==> config.mk <==
export PLATFORM = sky130hd
export DESIGN_NAME = soc_kf_div
export DESIGN_NICKNAME = d
export VERILOG_FILES = /design/src/rtl/soc_kf_pkg.sv /design/src/rtl/soc_kf_div.sv
export SDC_FILE = /design/constraint.sdc
export NUM_CORES = 1
export LEC_CHECK = 0
export CORE_MARGIN = 3
export CORE_UTILIZATION = 25
export CTS_CLUSTER_SIZE = 8
export DETAILED_ROUTE_END_ITERATION = 12
export DONT_BUFFER_PORTS = 1
export REMOVE_ABC_BUFFERS = 1
export SLEW_MARGIN = 20
export SYNTH_ARGS = -nofsm -noshare
export SYNTH_HDL_FRONTEND = slang
export SYNTH_SLANG_ARGS = --single-unit
==> constraint.sdc <==
create_clock -name clk -period 4.46 [get_ports clk]
set_clock_uncertainty 0.2 [all_clocks]
set_input_delay 0.669 -clock clk [delete_from_list [all_inputs] [get_ports clk]]
set_output_delay 0.669 -clock clk [all_outputs]
set_load 0.01 [all_outputs]
==> src/rtl/soc_kf_pkg.sv <==
// Package for the state-of-charge estimator: constants, register indexes,
// sequencer states, divider status struct and the OCV inverse curve table.
// No dependencies.
package soc_kf_pkg;

	localparam int CURVE_POINTS = 64;
	localparam int SEG_W = $clog2(CURVE_POINTS);
	localparam int P_W = 16 + SEG_W;

	localparam logic [22:0] SOC_FULL = 23'd6553600;
	localparam int DVD_W = 48;
	localparam int DVS_W = 33;
	localparam int CNT_W = $clog2(DVD_W + 1);

	localparam logic [2:0] REG_CAP  = 3'd0;
	localparam logic [2:0] REG_Q    = 3'd1;
	localparam logic [2:0] REG_R    = 3'd2;
	localparam logic [2:0] REG_ISOC = 3'd3;
	localparam logic [2:0] REG_ICOV = 3'd4;
	localparam logic [2:0] REG_LIM  = 3'd5;
	localparam logic [2:0] REG_CELL = 3'd6;

	typedef enum logic [3:0] {
		ST_IDLE,
		ST_MUL,
		ST_QSTART,
		ST_DIVQ,
		ST_PRED,
		ST_VPREP,
		ST_VCMP,
		ST_DIVU,
		ST_INTERP,
		ST_LERP,
		ST_MEAS,
		ST_KSTART,
		ST_DIVK,
		ST_ADJ,
		ST_FIN
	} state_t;

	typedef struct packed {
		logic busy;
		logic done;
	} div_stat_t;

	typedef logic [16:0] curve_t [CURVE_POINTS];

	function automatic logic [63:0] pow9_q16(input logic [63:0] z);
		logic [63:0] p;
		p = z;
		for (int k = 1; k < 9; k++) begin
			p = (p * z) >> 16;
		end
		return p;
	endfunction

	function automatic curve_t build_curve();
		curve_t tab;
		logic [63:0] x;
		logic [63:0] lo;
		logic [63:0] hi;
		logic [63:0] mid;
		logic [63:0] prod;
		for (int i = 0; i < CURVE_POINTS; i++) begin
			x = (64'(i) * 64'd65536) / 64'(CURVE_POINTS - 1);
			lo = 64'd0;
			hi = 64'd65536;
			while (lo < hi) begin
				mid = (lo + hi + 64'd1) >> 1;
				if (pow9_q16(mid) <= x) begin
					lo = mid;
				end else begin
					hi = mid - 64'd1;
				end
			end
			prod = (x * lo) >> 16;
			tab[i] = prod[16:0];
		end
		return tab;
	endfunction

	localparam curve_t CURVE_TAB = build_curve();

endpackage

==> src/rtl/soc_kf_div.sv <==
// Shared restoring divider, one quotient bit per cycle.
// Depends on soc_kf_pkg.
module soc_kf_div import soc_kf_pkg::*; (
	input  logic             clk,
	input  logic             arst_n,
	input  logic             start,
	input  logic [DVD_W-1:0] dividend,
	input  logic [DVS_W-1:0] divisor,
	output logic [DVD_W-1:0] quotient,
	output div_stat_t        stat
);

	logic [DVS_W-1:0] rem_q;
	logic [DVD_W-1:0] quo_q;
	logic [DVS_W-1:0] dvs_q;
	logic [CNT_W-1:0] cnt_q;
	logic             busy_q;
	logic             done_q;
	logic [DVS_W:0]   rem_sh;
	logic             ge;

	assign rem_sh = {rem_q, quo_q[DVD_W-1]};
	assign ge = rem_sh >= {1'b0, dvs_q};

	always_ff @(posedge clk or negedge arst_n) begin
		if (!arst_n) begin
			busy_q <= 1'b0;
			done_q <= 1'b0;
			cnt_q <= '0;
		end else begin
			done_q <= 1'b0;
			if (start) begin
				busy_q <= 1'b1;
				cnt_q <= CNT_W'(DVD_W);
			end else if (busy_q) begin
				cnt_q <= cnt_q - CNT_W'(1);
				if (cnt_q == CNT_W'(1)) begin
					busy_q <= 1'b0;
					done_q <= 1'b1;
				end
			end
		end
	end

	always_ff @(posedge clk) begin
		if (start) begin
			rem_q <= '0;
			quo_q <= dividend;
			dvs_q <= divisor;
		end else if (busy_q) begin
			if (ge) begin
				rem_q <= DVS_W'(rem_sh - {1'b0, dvs_q});
			end else begin
				rem_q <= rem_sh[DVS_W-1:0];
			end
			quo_q <= {quo_q[DVD_W-2:0], ge};
		end
	end

	assign quotient = quo_q;
	assign stat = '{busy: busy_q, done: done_q};

endmodule

==> results of run 1 <==
## cell type report
class	count	area [um2]
Timing Repair Buffer	6	47.5
Inverter	43	161
Fill cell	2815	19200
Clock inverter	13	100
Multi-Input combinational cell	458	3270
Tap cell	341	427
Clock buffer	18	429
Sequential cell	122	3290
## cells by family after synthesis
kind of cell | count (synthesis) | synth area share
xor gates and xnor gates | 23 | 0.0293
DFF | 122 | 0.480
AOI/OAI and AO/OA | 151 | 0.160
muxes | 52 | 0.0849
buffers and inverters | 78 | 0.0448
and+or+nand+nor | 196 | 0.135
adders and majority gates | 36 | 0.0667
## worst paths after layout
kind                                             start                endpoint  cells after the start
worst max register to register  quotient[47]$_DFFE_PP_  rem_q[25]$_SDFFE_PP0P_                     13
min in group asynchronous                       arst_n        done_q$_DFF_PN0_                      1
worst max-delay path            quotient[47]$_DFFE_PP_  rem_q[25]$_SDFFE_PP0P_                     13
worst min register to register   rem_q[2]$_SDFFE_PP0P_   rem_q[2]$_SDFFE_PP0P_                      2
worst min-delay path                        divisor[0]      dvs_q[0]$_DFFE_PP_                      0
max in group asynchronous                       arst_n        busy_q$_DFF_PN0_                      1
## critical path, stage by stage (launching register included)
cell,delay [ns]
edfxtp_1,0.45
inv_1,0.07
ha_1,0.21
inv_1,0.07
fa_1,0.22
a211oi_1,0.09
o21a_2,0.26
a2111oi_4,0.44
o21bai_2,0.17
a2111o_1,0.51
and2_1,0.20
buf_4,0.22
or3b_1,0.42
a311oi_2,0.23
## metal layers
layer  global-route usage  vias to the layer above
met5                    0                        -
li1                     -                     2423
met3               0.0552                       14
met2                0.188                      180
met1                0.138                     2329
met4               0.0367                        4
## report_power, final
part,total [W],internal [W],leakage (nW),switching [W]
Combinational,0.00172,0.000730,1.60,0.000987
Clock,0.00125,0.000709,0.245,0.000539
Sequential,0.00163,0.00144,1.19,0.000195
## metrics by stage
step / util / std cells / total power, W
after global routing: 0.287 / 1001 / 0.00492
after CTS: 0.287 / 1001 / 0.00464
after global placement: 0.267 / 969 / 0.00334
after floorplan: - / 623 / 0.00292
after detailed placement: 0.267 / 969 / 0.00335
final: 0.287 / 1001 / 0.00460
## flip-flops by register name, summed over array words and instances (netlist names)
name / flops
quotient: 48
dvs_q: 33
rem_q: 33
cnt_q: 6
busy_q: 1
done_q: 1
## cell usage after synthesis, drive strengths merged, types with 2 or more instances
library cell  number  area [um2]
xnor2             12         105
and3               5        31.3
a211oi            10        75.1
a21o              15         113
nor2b              3        18.8
o21ai             17        85.1
or3b               2        17.5
nor2              42         158
mux2i              2        20.0
o21bai             6        48.8
nand4             12        75.1
or3               10        62.6
nor3               6        30.0
nor4               4        25.0
o21a               9        68.8
nand2b             5        31.3
ha                35         438
a2111oi            4        53.8
xor2              11        96.3
or2                3        18.8
dfxtp             33         661
o221ai             2        17.5
a31oi              5        31.3
clkbuf            27         101
a311oi            28         258
and2               6        37.5
edfxtp            81        2430
buf                8        45.0
inv               43         161
o31a               2        17.5
nor3b              2        15.0
a21oi             36         180
nand2             73         274
mux2              50         563
dfrtp              8         200
nand3             19        95.1
o211ai             3        22.5
## cells in the final DEF (no fill, tap or decap), types with 19 or more instances in the layout
| cell type | instances |
|---|---|
| ha_1 | 35 |
| nand3_1 | 19 |
| edfxtp_1 | 81 |
| nand2_1 | 73 |
| dfxtp_1 | 33 |
| a311oi_1 | 26 |
| nor2_1 | 42 |
| a21oi_1 | 36 |
| mux2_2 | 50 |
| inv_1 | 43 |
==> results.toml, run 1 <==
[drt]
wl_met2_mm = 7.83
viasPerCell = 4.95
wl_per_cell_um = 16.9
wl_mm = 16.9
drtIter0Drc = 249
drc = 0
ant_nets = 0
first_pass_iters = 4
wirelength_met1_mm = 7.39
wl_met3_mm = 1.50
vias = 4950
topRoutingLayerUsed = "met5"

[flow_run]
drv_cap = 0

[outcome]
status = "finished, final reports clean"

[clock_tree]
clkLatencyLatePin_ns = 0.42
clkTransAtPathRegs_ns = 0.06
cts_root_buf = "clkbuf_16"
cts_num_sinks = 122
cts_tree = "done"
numCtsBuffers = 17
cts_setup_buffers = 0
htreeDepth = 4
cts_buffer_depth = 2
cts_resized = 0
ctsHoldBuffers = 1

[yosys]
synth-async-reset-ratio = 0.0656
syn_area_mm2 = 0.00686
synth_edf_count = 81
yosysSeqAreaShare = 0.480
synthFlopType = "edfxtp_1"
yosysWarnings = 0
ys_seq_elements = 122
synth_cells = 658
synth_cell_types = 62
post_synth.cell_area_avg_um2 = 10.4

[worst_setup_path]
timing.reg2reg.setup_slack_ns = 0.62
timing.setup.critical_path_class = "flip-flop to flip-flop"
cp.required_ns = 4.59
worstSetupStartpointType = "flip-flop"
end_kind = "flip-flop"
crit_path_max_fanout = 21
arrival_ns = 3.97

[worst_hold_path]
hold_class = "input pin to flip-flop"

[floorplan]
dieArea_mm2 = 0.0295
die_w_um = 172
fp-row-count = 60
ios = 134
core_area_mm2 = 0.0270
start_util = 0.255
dieHeight_um = 172

[sta]
slew_violations = 0
worst_pin_slew_ns = 0.671
setup_viol = 0
min_period_ns = 3.84
finalHoldViolCount = 0
fmax_mhz = 261
setup_ws_ns = 0.623
whs_ns = 0.143
slew_headroom = 0.553
rsz0062_at_grt = "no"
fin_crit_sh = 0.860
fin_setup_tns_ns = 0

[cells_and_area]
n_antenna_cell = 0
final_nets = 768
final_area_mm2 = 0.00772
areaGrowthSynthToFinish_pct = 12.5
drive_gt1_frac = 0.147

[power]
power_density_mw_per_mm2 = 595
p_leak_nw = 3.04
ir_drop_uv = 202

[global_routing]
grt_pass1_wl_mm = 26.7
grt_usage = 0.117
overflow = 0
grt_start_max_net_pins = 124
antenna_found_initial = 2
grt_pass1_vias = 4958

[placed_design]
pre_cts_ws_ns = 0.652
hpwl_mm = 12.0
place_area_mm2 = 0.00718
gp_congestion = 0.834
io_buffers = 0
No activity file was read; power rests on OpenSTA's default activity.
==> run 2: changes to the inputs <==
--- a/config.mk
+++ b/config.mk
@@ -5,8 +5,9 @@
 export SDC_FILE = /design/constraint.sdc
 export NUM_CORES = 1
 export LEC_CHECK = 0
+export ABC_AREA = 1
 export CORE_MARGIN = 3
-export CORE_UTILIZATION = 25
+export CORE_UTILIZATION = 35
 export CTS_CLUSTER_SIZE = 8
 export DETAILED_ROUTE_END_ITERATION = 12
 export DONT_BUFFER_PORTS = 1
==> results.toml, run 2 <==
[sta]
whs_ns = 0.131
worst_pin_slew_ns = 0.860
setup_viol = 0
min_period_ns = 2.74
finalHoldViolCount = 0
slew_headroom = 0.427
fmax_mhz = 365
rsz0062_at_grt = "no"
fin_crit_sh = 0.615
slew_violations = 0
fin_setup_tns_ns = 0

[global_routing]
grt_usage = 0.173
grt_start_max_net_pins = 87
overflow = 0
grt_pass1_wl_mm = 33.2
antenna_found_initial = 3
grt_pass1_vias = 6440

[clock_tree]
clkTransAtPathRegs_ns = 0.07
cts_root_buf = "clkbuf_16"
clkLatencyLatePin_ns = 0.43
cts_buffer_depth = 2
cts_setup_buffers = 0
htreeDepth = 4
cts_tree = "done"
numCtsBuffers = 17
cts_num_sinks = 122
cts_resized = 0

[cells_and_area]
n_antenna_cell = 0
final_area_mm2 = 0.00870
layout_commonest_cell = "nand2_1"
final_nets = 1210
n_fill_cell = 2285
drive_gt1_frac = 0.0771
largest_reg_flops = 48
multi_input_area_mm2 = 0.00371
layout_common_cells = "nand2_1, inv_1, edfxtp_1"
areaGrowthSynthToFinish_pct = 10.4
regArea_mm2 = 0.00329

[worst_setup_path]
arrival_ns = 2.87
timing.setup.critical_path_class = "flip-flop to flip-flop"
worstSetupStartpointType = "flip-flop"
crit_path_max_fanout = 36
end_kind = "flip-flop"
cp.required_ns = 4.59

[drt]
ant_nets = 0
drtIter0Drc = 373
wl_mm = 20.1
vias = 6541
drc = 0
viasPerCell = 4.73
first_pass_iters = 6
wl_per_cell_um = 14.5

[power]
p_clk_frac = 0.261
p_leak_nw = 4.49
power.switching_w = 0.00235
ir_drop_uv = 270
internal_power_w = 0.00310
power_density_mw_per_mm2 = 626
seqPwrFrac = 0.294
sw_frac_of_total = 0.431
combPwrFrac = 0.445

[placed_design]
place_area_mm2 = 0.00810
hpwl_mm = 14.8
gp_congestion = 0.880
io_buffers = 0

[yosys]
yosysSeqAreaShare = 0.418
ys_seq_elements = 122
synth_cell_types = 40
synth_area_leaders = "edfxtp_1, nand2_1, inv_1"
synthTopCellsByCount = "nand2_1, inv_1, edfxtp_1"
post_synth.cell_area_avg_um2 = 7.21
synth_top_area_frac = 0.309
synth-async-reset-ratio = 0.0656
synth_edf_count = 81
yosysWarnings = 0
syn_area_mm2 = 0.00788
synth_cells = 1094
synthFlopType = "edfxtp_1"
synth_top_area_cell = "edfxtp_1"
synth.most_common_cell = "nand2_1"

[floorplan]
core_area_mm2 = 0.0220
dieArea_mm2 = 0.0244
dieHeight_um = 156
fp-row-count = 54
ios = 134
die_w_um = 156
start_util = 0.359

[flow_run]
drv_cap = 0

[worst_hold_path]
hold_class = "input pin to flip-flop"

[outcome]
status = "finished, final reports clean"
run 2: stage by stage:
step / instances / utilization / setup slack [ns] / total power (W)
6_report: 1383 / 0.396 / 1.72 / 0.00545
5_1_grt: 1383 / 0.396 / 1.44 / 0.00593
4_1_cts: 1383 / 0.396 / 1.70 / 0.00550
3_5_place_dp: 1350 / 0.369 / 1.69 / 0.00405
3_3_place_gp: 1350 / 0.369 / 1.79 / 0.00402
2_1_floorplan: 1066 / - / 1.38 / 0.00349
run 2: area by class of cell:
class                           instances  share of cell area
Clock buffer                           17              0.0489
Timing Repair Buffer                    5             0.00460
Sequential cell                       122               0.378
Clock inverter                         15              0.0193
Inverter                              191              0.0825
Tap cell                              280              0.0403
Multi-Input combinational cell        753               0.426
run 2: kinds of logic after synthesis:
group                      Yosys count  synth area share
xor gates and xnor gates            15            0.0167
adders and majority gates           36            0.0581
and+or+nand+nor                    654             0.361
buffers and inverters              219             0.113
DFF                                122             0.418
AOI/OAI and AO/OA                   48            0.0343
run 2: power by group through the flow:
stage | logic (W) | registers [W] | clock network [W]
floorplan | 0.00192 | 0.00158 | 0
global placement | 0.00240 | 0.00162 | 0
detailed placement | 0.00243 | 0.00162 | 0
CTS | 0.00244 | 0.00160 | 0.00146
global route | 0.00279 | 0.00163 | 0.00151
finish | 0.00242 | 0.00160 | 0.00142
run 2: per-layer routing:
metal,vias up,global-route usage,share of wire
met4,6,0.0505,0.013
li1,3387,-,-
met1,2948,0.217,0.45
met3,23,0.0627,0.074
met5,-,0,0.0020
met2,177,0.280,0.46
run 2: what timing repair did:
action                                  CTS  global route
hold buffers                              1             0
hold endpoints to repair                  8             0
endpoints found under the setup margin    0             0
run 2: worst max-delay path, cell delays in order, from the launching register on:
cell and delay [ns]:
edfxtp_1 0.46, inv_1 0.11, ha_1 0.14, inv_1 0.08, fa_1 0.45, nand3_1 0.13
nand3_2 0.12, nand2_2 0.11, nand2_4 0.07, nand2_8 0.23, nand2_8 0.22, nand2_1 0.12
nand3_1 0.06, o21ai_1 0.08
run 2: path summary, 6_finish.rpt:
path	startpoint	to	slack [ns]	cells past startpoint
max reg2reg	quotient[47]$_DFFE_PP_	rem_q[0]$_SDFFE_PP0P_	1.72	13
max	quotient[47]$_DFFE_PP_	rem_q[0]$_SDFFE_PP0P_	1.72	13
min	divisor[9]	dvs_q[9]$_DFFE_PP_	0.13	0
min reg2reg	rem_q[22]$_SDFFE_PP0P_	rem_q[22]$_SDFFE_PP0P_	0.27	2
max in group asynchronous	arst_n	busy_q$_DFF_PN0_	3.38	1
min in group asynchronous	arst_n	cnt_q[1]$_DFFE_PN0P_	0.39	1
==> run 3: changes to the inputs <==
==> constraint.sdc (replaced) <==
create_clock -name clk -period 2.3 [get_ports clk]
set_clock_uncertainty 0.2 [all_clocks]
set_input_delay 0.345 -clock clk [delete_from_list [all_inputs] [get_ports clk]]
set_output_delay 0.345 -clock clk [all_outputs]
set_load 0.01 [all_outputs]
==> results.toml, run 3 (synthesized netlist as in run 2, its figures left out) <==
[sta]
rsz0062_at_grt = "yes"
slew_headroom = 0.683
slew_violations = 0
worst_pin_slew_ns = 0.475
finalHoldViolCount = 0
fmax_mhz = 441
setup_viol = 0
min_period_ns = 2.27
fin_crit_sh = 0.986

[placed_design]
place_inst = 1397
gp_congestion = 0.916
hpwl_mm = 15.6
io_buffers = 0

[drt]
ant_nets = 0
first_pass_iters = 5
drc = 0
viasPerCell = 4.88
drtIter0Drc = 376
wl_per_cell_um = 15.9
wl_mm = 25.2
vias = 7729

[power]
power.switching_w = 0.00571
power.total_w = 0.0133
internal_power_w = 0.00760
ir_drop_uv = 515
power_density_mw_per_mm2 = 1160
p_clk_frac = 0.209
combPwrFrac = 0.548
sw_frac_of_total = 0.429
seqPwrFrac = 0.243
p_leak_nw = 5.56

[worst_setup_path]
worstSetupStartpointType = "flip-flop"
timing.setup.critical_path_class = "flip-flop to flip-flop"
crit_path_max_fanout = 8
cp.required_ns = 2.46
arrival_ns = 2.43
end_kind = "flip-flop"
crit_path_max_incr_delay_ns = 0.40
path_cells = "inv_2 > ha_4 > inv_2 > fa_2 > nand3_2 > nand3_4 > nand2_4 > nand2_4 > nand2_8 > buf_12 > nand2_8 > nand2_1 > nand3_2 > o21ai_1"
slowest_stage = "edfxtp_1"

[clock_tree]
numCtsBuffers = 17
clkTransAtPathRegs_ns = 0.06
clkLatencyLatePin_ns = 0.43
cts_root_buf = "clkbuf_16"
cts_num_sinks = 122
htreeDepth = 4
cts_tree = "done"
cts_buffer_depth = 2

[floorplan]
dieArea_mm2 = 0.0244
die_w_um = 156
ios = 134
core_area_mm2 = 0.0220
start_util = 0.359
dieHeight_um = 156
fp-row-count = 54

[global_routing]
grt_pass1_vias = 7562
antenna_found_initial = 0
grt_usage = 0.201
grt_pass1_wl_mm = 38.7
grt_start_max_net_pins = 57
overflow = 0

[cells_and_area]
largest_reg_flops = 48
n_antenna_cell = 0
n_fill_cell = 1969
final_cells = 1585
multi_input_area_mm2 = 0.00454
final_nets = 1412
drive_gt1_frac = 0.215
layout_commonest_cell = "nand2_1"
regArea_mm2 = 0.00329
layout_common_cells = "nand2_1, inv_1, dlygate4sd3_1"
areaGrowthSynthToFinish_pct = 46.1

[worst_hold_path]
hold_class = "input pin to flip-flop"

[outcome]
status = "finished, final reports clean"

[flow_run]
drv_cap = 0
==> run 3: through the flow <==
stage	hold WS [ns]	util	setup WS, ns	setup TNS [ns]	area [um2]
after floorplan	-0.151	-	-0.573	-34.10	7710
after global placement	-0.150	0.386	-0.0832	-1.49	8470
after detailed placement	-0.150	0.386	-0.109	-2.76	8470
after CTS	0.0149	0.488	-0.0267	-0.207	10700
after global routing	0.0430	0.524	-0.0854	-1.02	11500
final	0.0382	0.524	0.0323	0	11500
==> run 3: repair_timing <==
| action | CTS | global route |
|---|---|---|
| buffers inserted | 9 | 10 |
| pin swaps | 11 | 49 |
| hold buffers | 131 | 0 |
| gates resized for setup | 35 | 135 |
| hold endpoints to repair | 124 | 0 |
| gates cloned | 5 | 3 |
| endpoints found under the setup margin | 34 | 35 |
==> run 3: cell type report <==
cell class | instances | share of cell area
clock inverters | 15 | 0.0151
repair buffers | 203 | 0.175
inverters | 191 | 0.0623
flip-flops and latches | 122 | 0.286
clock buffers | 17 | 0.0369
well taps | 280 | 0.0304
multi-input cells | 757 | 0.394
==> run 3: power by group through the flow <==
stage / sequential, W / clock [W] / combinational [W]
6_report: 0.00323 / 0.00278 / 0.00729
4_1_cts: 0.00313 / 0.00282 / 0.00593
5_1_grt: 0.00328 / 0.00292 / 0.00800
3_5_place_dp: 0.00314 / 0 / 0.00519
2_1_floorplan: 0.00306 / 0 / 0.00372
3_3_place_gp: 0.00315 / 0 / 0.00515
==> run 3: worst paths after layout <==
kind / from / endpoint / slack [ns] / depth (start not counted)
setup reg to reg: quotient[47]$_DFFE_PP_ / rem_q[4]$_SDFFE_PP0P_ / 0.03 / 14
max in group asynchronous: arst_n / busy_q$_DFF_PN0_ / 1.53 / 1
hold / removal: dividend[47] / quotient[47]$_DFFE_PP_ / 0.04 / 2
hold reg to reg: rem_q[25]$_SDFFE_PP0P_ / rem_q[25]$_SDFFE_PP0P_ / 0.28 / 2
min in group asynchronous: arst_n / done_q$_DFF_PN0_ / 0.07 / 1
setup / recovery: quotient[47]$_DFFE_PP_ / rem_q[4]$_SDFFE_PP0P_ / 0.03 / 14
==> run 3: critical path, delay by kind of cell (launching register included) <==
kind | cells | cell delay, ns
simple gates | 8 | 0.72
fa+ha+maj | 2 | 0.51
flops | 1 | 0.40
compound gates | 1 | 0.10
buf+inv | 3 | 0.27
==> run 3: routing by layer <==
metal,vias up,part of all wire,global-route usage
li1,3797,-,-
met1,3580,0.42,0.252
met2,309,0.48,0.334
met3,43,0.082,0.0549
met4,0,0.023,0.0694
met5,-,0,0
